### config.mk
export PLATFORM = sky130hd
export DESIGN_NAME = oblu_ctrl
export DESIGN_NICKNAME = d
export VERILOG_FILES = /design/src/sv/oblu_pkg.sv /design/src/sv/oblu_ctrl.sv
export SDC_FILE = /design/constraint.sdc
export NUM_CORES = 1
export LEC_CHECK = 0
export ABC_CLOCK_PERIOD_IN_PS = 1260
export BUFFER_PORTS_ARGS = -buffer_cell sky130_fd_sc_hd__buf_2
export CAP_MARGIN = 20
export CORE_AREA = 2 2 39 41
export CTS_CLUSTER_SIZE = 24
export DETAILED_ROUTE_END_ITERATION = 8
export DIE_AREA = 0 0 41 43
export HOLD_SLACK_MARGIN = 0.02
export PLACE_DENSITY = 0.33
export SLEW_MARGIN = 0
export SYNTH_ARGS = -nofsm -noshare
export SYNTH_HDL_FRONTEND = slang
export SYNTH_SLANG_ARGS = --single-unit
### constraint.sdc
create_clock -name clk_i -period 1.26 [get_ports clk_i]
set_input_delay 0.063 -clock clk_i [delete_from_list [all_inputs] [get_ports clk_i]]
set_output_delay 0.063 -clock clk_i [all_outputs]
set_load 0.01 [all_outputs]
### src/sv/oblu_pkg.sv
// shared constants, codes and types of the order book level update block
package oblu_pkg;

  localparam int unsigned MARKETS      = 256;
  localparam int unsigned PRICE_LEVELS = 4096;
  localparam int unsigned MKT_W        = $clog2(MARKETS);
  localparam int unsigned PL_W         = $clog2(PRICE_LEVELS);
  localparam int unsigned LVL_AW       = MKT_W + PL_W;
  localparam int unsigned LVL_DEPTH    = MARKETS * PRICE_LEVELS;
  localparam int unsigned QTY_W        = 31;
  localparam int unsigned SEQ_W        = 64;

  localparam logic [QTY_W-1:0] QTY_MAX = '1;

  localparam logic [1:0] SIDE_BID = 2'd0;
  localparam logic [1:0] SIDE_ASK = 2'd1;

  typedef enum logic [2:0] {
    OP_SNAP_START = 3'd0,
    OP_SNAP_LEVEL = 3'd1,
    OP_DELTA      = 3'd2,
    OP_TRADE      = 3'd3,
    OP_HEARTBEAT  = 3'd4
  } op_e;

  typedef enum logic [2:0] {
    ST_OK          = 3'd0,
    ST_STALE       = 3'd1,
    ST_BAD_LEVEL   = 3'd2,
    ST_BAD_SIDE    = 3'd3,
    ST_REJ_TYPE    = 3'd4,
    ST_UNK_TYPE    = 3'd5,
    ST_SNAP_ABORT  = 3'd6,
    ST_PRICE_RANGE = 3'd7
  } status_e;

  // per-market counters, open snapshot flag and last trade
  typedef struct packed {
    logic        snap_open;
    logic [31:0] stale_total;
    logic [31:0] reject_total;
    logic [31:0] snapshot_total;
    logic [31:0] delta_total;
    logic [31:0] trade_total;
    logic [31:0] last_trade_price;
    logic [31:0] last_trade_qty;
  } cnt_t;

  typedef struct packed {
    logic capture;
    logic exec;
    logic sweep_we;
    logic sweep_full;
    logic sweep_load;
  } ctrl_cmd_t;

  typedef struct packed {
    logic sweep_last;
    logic clear_req;
  } ctrl_stat_t;

endpackage

### src/sv/oblu_ctrl.sv
// sequencing state machine: reset sweep, read, execute, snapshot clear
module oblu_ctrl (
  input  logic                   clk_i,
  input  logic                   rst_ni,
  input  logic                   start,
  input  oblu_pkg::ctrl_stat_t   stat_i,
  output logic                   busy,
  output oblu_pkg::ctrl_cmd_t    cmd_o
);

  typedef enum logic [2:0] {
    S_INIT,
    S_IDLE,
    S_READ,
    S_EXEC,
    S_CLEAR
  } state_e;

  state_e state_q, state_d;

  always_comb begin
    state_d = state_q;
    cmd_o   = '0;
    unique case (state_q)
      S_INIT: begin
        cmd_o.sweep_we   = 1'b1;
        cmd_o.sweep_full = 1'b1;
        if (stat_i.sweep_last) begin
          state_d = S_IDLE;
        end
      end
      S_IDLE: begin
        if (start) begin
          cmd_o.capture = 1'b1;
          state_d       = S_READ;
        end
      end
      S_READ: begin
        state_d = S_EXEC;
      end
      S_EXEC: begin
        cmd_o.exec = 1'b1;
        if (stat_i.clear_req) begin
          cmd_o.sweep_load = 1'b1;
          state_d          = S_CLEAR;
        end else begin
          state_d = S_IDLE;
        end
      end
      S_CLEAR: begin
        cmd_o.sweep_we = 1'b1;
        if (stat_i.sweep_last) begin
          state_d = S_IDLE;
        end
      end
      default: begin
        state_d = S_IDLE;
      end
    endcase
  end

  always_ff @(posedge clk_i or negedge rst_ni) begin
    if (!rst_ni) begin
      state_q <= S_INIT;
    end else begin
      state_q <= state_d;
    end
  end

  assign busy = (state_q != S_IDLE);

endmodule

==> results of run 1 <==
==> per-layer routing <==
metal	global-route usage (%)	part of all wire (%)	vias up
li1	-	-	95
met1	7.77	50	88
met2	7.50	43	7
met3	4.71	6.9	0
met4	2.00	0	0
met5	0	0	-
==> cells by family after synthesis <==
| group | count (synthesis) | synth area share (%) |
|---|---|---|
| buffers and inverters | 3 | 10.6 |
| muxes | 1 | 7.94 |
| DFF | 3 | 39.7 |
| AOI/OAI and AO/OA | 3 | 9.93 |
| and+or+nand+nor | 10 | 31.8 |
==> final cells by class <==
class | count | area share (%)
clock buffers | 4 | 9.33
inverters | 1 | 1.33
multi-input cells | 14 | 33.3
flip-flops and latches | 3 | 27.6
well taps | 16 | 7.11
repair buffers | 11 | 21.3
==> synth_stat cells <==
cell / count / area [um^2]
nor2_1: 2 / 7.51
inv_1: 1 / 3.75
a21o_1: 1 / 7.51
or2b_1: 1 / 7.51
and3_1: 1 / 6.26
a21oi_1: 1 / 5.00
and3_2: 1 / 7.51
buf_6: 1 / 11.3
nand2_1: 1 / 3.75
nor3_1: 2 / 10.0
and4b_1: 1 / 10.0
buf_2: 1 / 5.00
nand3b_1: 1 / 7.51
dfrtp_1: 3 / 75.1
a31oi_1: 1 / 6.26
mux2_4: 1 / 15.0
==> power groups by stage <==
stage               sequential (mW)  clock (mW)  combinational [mW]
global placement              0.217           0               0.279
detailed placement            0.217           0               0.276
finish                        0.223       0.171               0.274
floorplan                     0.152           0               0.261
global route                  0.238       0.191               0.305
CTS                           0.216       0.178               0.280
==> path summary, 6_finish.rpt <==
check	start	endpoint	slack, ps	cells after the start
setup / recovery	state_q[2]	cmd_o[0]	100	2
hold / removal	start	state_q[1]	120	3
setup reg to reg	state_q[1]	state_q[0]	230	2
hold reg to reg	state_q[2]	state_q[1]	530	1
max in group asynchronous	rst_ni	state_q[1]	990	2
min in group asynchronous	rst_ni	state_q[0]	150	2
==> repair_timing <==
item	in CTS	in global routing
hold buffers	1	0
hold endpoints to repair	3	0
gates resized for setup	0	2
buffers inserted	0	0
setup endpoints to repair	0	2
==> worst max-delay path, delay by kind of cell (launching register included) <==
kind                   cells  cell delay, ps
buffers and inverters      1             140
DFF                        1             430
and+or+nand+nor            1             300
==> through the flow <==
| stage | total power [mW] | setup WS, ps | cells |
|---|---|---|---|
| floorplan | 0.412 | 278 | 20 |
| global placement | 0.496 | 245 | 44 |
| detailed placement | 0.493 | 236 | 44 |
| CTS | 0.674 | 64.1 | 49 |
| global route | 0.734 | 13.6 | 49 |
| finish | 0.668 | 99.2 | 49 |
==> flow_summary.toml, run 1 <==
[timing]
layout_min_cycle_time_ps = 1160
max_freq_mhz = 861
rsz0062_at_grt = "false"
slew_violations = 0
skew_ps = 2.33
hold_viol_final = 0
fin_crit_sh_pct = 92.1
finalSetupViolations = 0
worst_hold_slack_ps = 115
max_slew.worst_pin.slew_ps = 247
fin_tns_setup_ps = 0
max_slew_margin_pct = 83.4

[routing]
vias = 190
wl_um = 478
avgViaCountPerCell = 3.88
dr.pass1.iters = 1
drt-initial-drc-count = 0
postRouteAntennaNets = 0
drc_errors = 0
wl_per_cell_um = 9.76

[critical_path]
critPathCaptureType = "output port"
critPathArrivalTime_ps = 1100
cp_cell_sequence = "and4b_1, buf_2"
critPathLaunchType = "register"
cp.required_ps = 1200
worstSetupPathType = "register to output port"
slowest_stage = "dfrtp_1"
crit_fanout = 6
cp_slowest_stage_delay_ps = 430

[layout]
design_area_um2 = 282
nFillCells = 162
fin_nets = 39
largest_reg_flops = 3
largest_register = "state_q"
final_common_cell = "buf_2"
reg_top3 = "state_q x3"
drive_gt1_share_pct = 51.5
multi_input_area_um2 = 93.8
mostFrequentLayoutCells = "10 x buf_2, 3 x clkbuf_4, 2 x nor2_1, 2 x nor3_1, 2 x dfrtp_2"
area_growth_pct = 49.0
antenna_cells = 0
utilization_pct = 20.3
regArea_um2 = 77.6

[die]
die_w_um = 41
coreArea_um2 = 1380
num_rows = 14
io_pins = 11
initial_core_util_pct = 13.7
die_area_um2 = 1760
die-height_um = 43

[global_route]
grt_pass1_vias = 189
grt_overflow_total = 0
grt_max_degree = 11
track_usage_pct = 6.04
grt_antenna_before_repair = 0
grt_pass1_wl_um = 703

[status]
status = "finished, final reports clean"

[power_and_ir_drop]
ir_drop_uv = 427
p_switching_mw = 0.262
p_clk_share_pct = 25.6
p_int_mw = 0.406
p_seq_share_pct = 33.3
cellPowerDensity_nw_per_um2 = 2370
cellLeakagePower_nw = 0.151
sw_frac_of_total_pct = 39.2
comb_power_share_pct = 41.1

[synth]
ys_seq_elements = 3
synth_nets = 25
yosys_warnings = 0
synthDistinctLibCells = 16
syn_inst = 20
syn-cell-area_um2 = 189
ys_seq_area_share_pct = 39.7
postSynthAreaPerCell_um2 = 9.45

[cts]
clk_path_buf_depth = 2
htree_levels = 1
cts_tree = "done"
cts_buffers = 3
clock-sinks = 3
root_buffer = "clkbuf_4"
clkTransAtPathRegs_ps = 40
clkLatencyLatePin_ps = 230

[placed_design]
hpwl_um = 349
gp_congestion = 0.679
placedInstanceArea_um2 = 243
portBuffers = 10

[job]
cap_violations = 0

[worst_hold_path]
min_path_type = "input port to register"
No activity file was read; power rests on OpenSTA's default activity.
==> inputs of run 2 (changes only) <==
- SETUP_SLACK_MARGIN: not set -> 0.5
==> run 2 against run 1 <==
Combinational power up 110%. Flip-flop and latch count unchanged. Critical path depth is the same. Register-to-register slack worse by 70 ps. Largest power group unchanged. Critical endpoint unchanged.
==> flow_summary.toml, run 2 (synthesis results as in run 1) <==
[die]
num_rows = 14
die-height_um = 43
initial_core_util_pct = 13.7
die_w_um = 41
coreArea_um2 = 1380
die_area_um2 = 1760
io_pins = 11

[cts]
htree_levels = 1
clkLatencyLatePin_ps = 230
clk_path_buf_depth = 2
clock-sinks = 3
cts_buffers = 3
cts_tree = "done"
clkTransAtPathRegs_ps = 40
root_buffer = "clkbuf_4"

[routing]
postRouteAntennaNets = 0
wl_um = 623
drt-initial-drc-count = 4
wl_per_cell_um = 10.6
drc_errors = 0
dr.pass1.iters = 2
avgViaCountPerCell = 4.12
vias = 243

[critical_path]
cp_cell_sequence = "and4b_1, buf_2"
rr_worst_depth = 3
critPathCaptureType = "output port"
r2r_slack_ps = 160
worstReg2RegEnd = "state_q[0]"
slowest_stage = "dfrtp_2"
cp_slowest_stage_delay_ps = 440
critPathLaunchType = "register"
crit_fanout = 6
cp-endpoint = "cmd_o[0]"
worstReg2RegStart = "state_q[1]"
critPathArrivalTime_ps = 1100
cp.required_ps = 1200
crit_start = "state_q[2]"
worstSetupPathType = "register to output port"

[worst_hold_path]
min_path_type = "input port to register"

[timing]
hold_viol_final = 0
max_slew_margin_pct = 88.9
max_freq_mhz = 863
rsz0062_at_grt = "true"
layout_min_cycle_time_ps = 1160
skew_ps = 1.33
max_slew.worst_pin.slew_ps = 166
finalSetupViolations = 0
fin_crit_sh_pct = 91.9
fin_tns_setup_ps = 0
slew_violations = 0

[job]
cap_violations = 0

[global_route]
grt_antenna_before_repair = 0
grt_max_degree = 8
track_usage_pct = 8.46
grt_pass1_wl_um = 924
grt_overflow_total = 0
grt_pass1_vias = 206

[power_and_ir_drop]
total_power_mw = 0.968
ir_drop_uv = 711
cellPowerDensity_nw_per_um2 = 2400
cellLeakagePower_nw = 0.206

[placed_design]
portBuffers = 10
dp.cells = 44
hpwl_um = 360
gp_congestion = 0.717

[layout]
largest_reg_flops = 3
reg_top3 = "state_q x3"
drive_gt1_share_pct = 74.4
nFillCells = 161
final_common_cell = "buf_2"
area_growth_pct = 113
largest_register = "state_q"
fin_nets = 49
utilization_pct = 29.1
mostFrequentLayoutCells = "9 x buf_2, 7 x buf_4, 4 x buf_6"
finalNonFillerCells = 59
antenna_cells = 0

[status]
status = "finished, final reports clean"
## run 2: how the worst min path moves through the flow
| stage | startpoint | end | cells past startpoint |
|---|---|---|---|
| final | start | state_q[1] | 3 |
| after global placement | rst_ni | state_q[2] | 1 |
| after floorplan | rst_ni | state_q[0] | 0 |
| after CTS | start | state_q[1] | 3 |
| after global routing | start | state_q[1] | 3 |
| after detailed placement | rst_ni | state_q[0] | 1 |
## run 2: area by class of cell
class	instances	area, um^2	share of cell area, %
multi-input cells	14	121	30.1
flip-flops and latches	3	78.8	19.6
clock buffers	4	26.3	6.52
repair buffers	21	153	37.9
inverters	1	3.75	0.932
well taps	16	20.0	4.97
## run 2: through the flow
step	setup slack, ps	cell area, um^2	hold slack (ps)
after floorplan	293	195	-233
final	102	403	137
after detailed placement	258	243	-134
after CTS	103	359	127
after global placement	277	243	-133
after global routing	51.0	403	137
## run 2: critical path, delay by kind of cell (launching register included)
family	cells	cell delay, ps
buffers and inverters	1	140
DFF	1	440
and+or+nand+nor	1	290
## run 2: metal layers
metal	up-vias	track usage, %	share of wire [%]
met4	0	4.00	0
met5	-	0	0
met1	117	10.1	43
met2	9	10.9	52
li1	117	-	-
met3	0	6.28	4.8
## run 2: where the power goes
part	switching (mW)	internal, mW	leakage [nW]
registers	0.0750	0.142	0.0337
clock network	0.0479	0.119	0.0150
logic	0.227	0.357	0.157
## run 2: repair_timing
| action | CTS | global route |
|---|---|---|
| pin swaps | 4 | 4 |
| setup buffers | 7 | 3 |
| hold buffers | 1 | 0 |
| resized for setup | 9 | 6 |
| endpoints found under the setup margin | 9 | 9 |
| endpoints found under the hold margin | 3 | 0 |
==> inputs of run 3 (changes only) <==
- ABC_CLOCK_PERIOD_IN_PS: 1260 -> 1000
- PLACE_DENSITY: 0.33 -> 0.34
- clock period: 1.26 -> 1 ns (I/O delays scaled with it)
==> run 3 against run 2 <==
The flow now finishes with violations (negative setup slack). Combinational power is 6.0% higher. Via count fell by 9.1%. Critical endpoint is now cmd_o[4]. Register-to-register slack worse by 240 ps.
==> flow_summary.toml, run 3 (synthesis results as in run 1) <==
[power_and_ir_drop]
cellLeakagePower_nw = 0.192
ir_drop_uv = 649
cellPowerDensity_nw_per_um2 = 3010

[routing]
avgViaCountPerCell = 3.88
wl_per_cell_um = 9.77
wl_met3_um = 17
dr.pass1.iters = 1
postRouteAntennaNets = 0
vias = 221
drt-initial-drc-count = 0
highest_layer = "met3"
wl_met1_um = 253
wl_um = 557
drc_errors = 0
wl_met2_um = 285

[critical_path]
critPathCaptureType = "output port"
cp_cell_sequence = "buf_4, and3_1, buf_2"
slowest_stage = "dfrtp_2"
worstSetupPathType = "register to output port"
critPathLaunchType = "register"
cp.required_ps = 950
path_buf_inv = 2
critPathArrivalTime_ps = 1090
cp_slowest_stage_delay_ps = 450
crit_fanout = 7
cpLargestDelayFamily = "flip-flops"

[timing]
hold_viol_final = 0
finalSetupViolations = 9
fin_crit_sh_pct = 114
finalWorstSetupSlack_ps = -144
max_freq_mhz = 874
fin_tns_setup_ps = -692
max_slew_margin_pct = 87.6
slew_violations = 0
max_slew.worst_pin.slew_ps = 185
rsz0062_at_grt = "true"
skew_ps = 6.08
layout_min_cycle_time_ps = 1140

[layout]
final_common_cell = "buf_2"
largest_reg_flops = 3
area_growth_pct = 95.4
largest_register = "state_q"
drive_gt1_share_pct = 70.7
fin_nets = 47
mostFrequentLayoutCells = "9 x buf_2, 6 x buf_4, 3 x clkbuf_4, 3 x buf_6, 3 x dfrtp_2"
design_area_um2 = 369
antenna_cells = 0
reg_top3 = "state_q x3"

[global_route]
grt_antenna_before_repair = 0
grt_max_degree = 8
grt_overflow_total = 0
grt_pass1_vias = 234
track_usage_pct = 8.04
grt_pass1_wl_um = 903

[placed_design]
placedInstanceArea_um2 = 250
place_ws_ps = 10.6
hpwl_um = 372
portBuffers = 10
gp_congestion = 0.694

[worst_hold_path]
min_path_type = "input port to register"

[die]
coreArea_um2 = 1380
die_w_um = 41
initial_core_util_pct = 13.7
num_rows = 14
die-height_um = 43
io_pins = 11
die_area_um2 = 1760

[cts]
root_buffer = "clkbuf_4"
clock-sinks = 3
cts_buffers = 3
clkLatencyLatePin_ps = 230
clk_path_buf_depth = 2
htree_levels = 1
clkTransAtPathRegs_ps = 40
cts_tree = "done"

[job]
cap_violations = 0

[status]
status = "finished, violations left"
violations = "negative setup slack"
run 3: cell count changes in the layout (fill, tap and decap cells not counted), sizes merged:
cell | before | now
buf | 20 | 18
run 3: final timing paths:
kind | from | to | slack, ps | depth (start not counted)
max | state_q[0] | cmd_o[4] | -140 | 3
min | start | state_q[1] | 100 | 3
max reg2reg | state_q[1] | state_q[0] | -80 | 3
min reg2reg | state_q[2] | state_q[1] | 500 | 1
max in group asynchronous | rst_ni | state_q[2] | 730 | 2
min in group asynchronous | rst_ni | state_q[0] | 140 | 2
run 3: repair_timing:
item,CTS,global route
gates resized for setup,9,2
hold buffers,1,0
setup endpoints to repair,9,9
hold endpoints to repair,3,0
cloned,0,0
pin swaps,1,0
buffers inserted,6,1
run 3: where the power goes:
part           switching, mW  internal, mW
Sequential            0.0974         0.179
Clock                 0.0642         0.150
Combinational          0.235         0.385
Total                  0.396         0.714
run 3: tightest hold or removal path: stages:
cell      delay, ps
buf_2           110
nand3b_1         80
a21oi_1          60
run 3: per-layer routing:
layer | track usage, % | up-vias
li1 | - | 111
met1 | 9.68 | 105
met2 | 10.0 | 5
met3 | 3.14 | 0
met4 | 8.00 | 0
met5 | 0 | -
run 3: area by class of cell:
type	instances	area [um^2]
sequential	3	78.8
fill	166	1010
tap	16	20.0
clock buffer	4	26.3
inverter	1	3.75
multi-input combinational	14	106
timing repair buffer	19	134
run 3: per-stage QoR:
stage	total power, mW	std cells	hold slack, ps	util (%)
after global routing	1.20	57	111	26.7
after floorplan	0.548	20	-246	-
after global placement	0.645	45	-149	18.1
final	1.11	57	105	26.7
after CTS	1.07	56	101	25.7
after detailed placement	0.649	45	-146	18.1
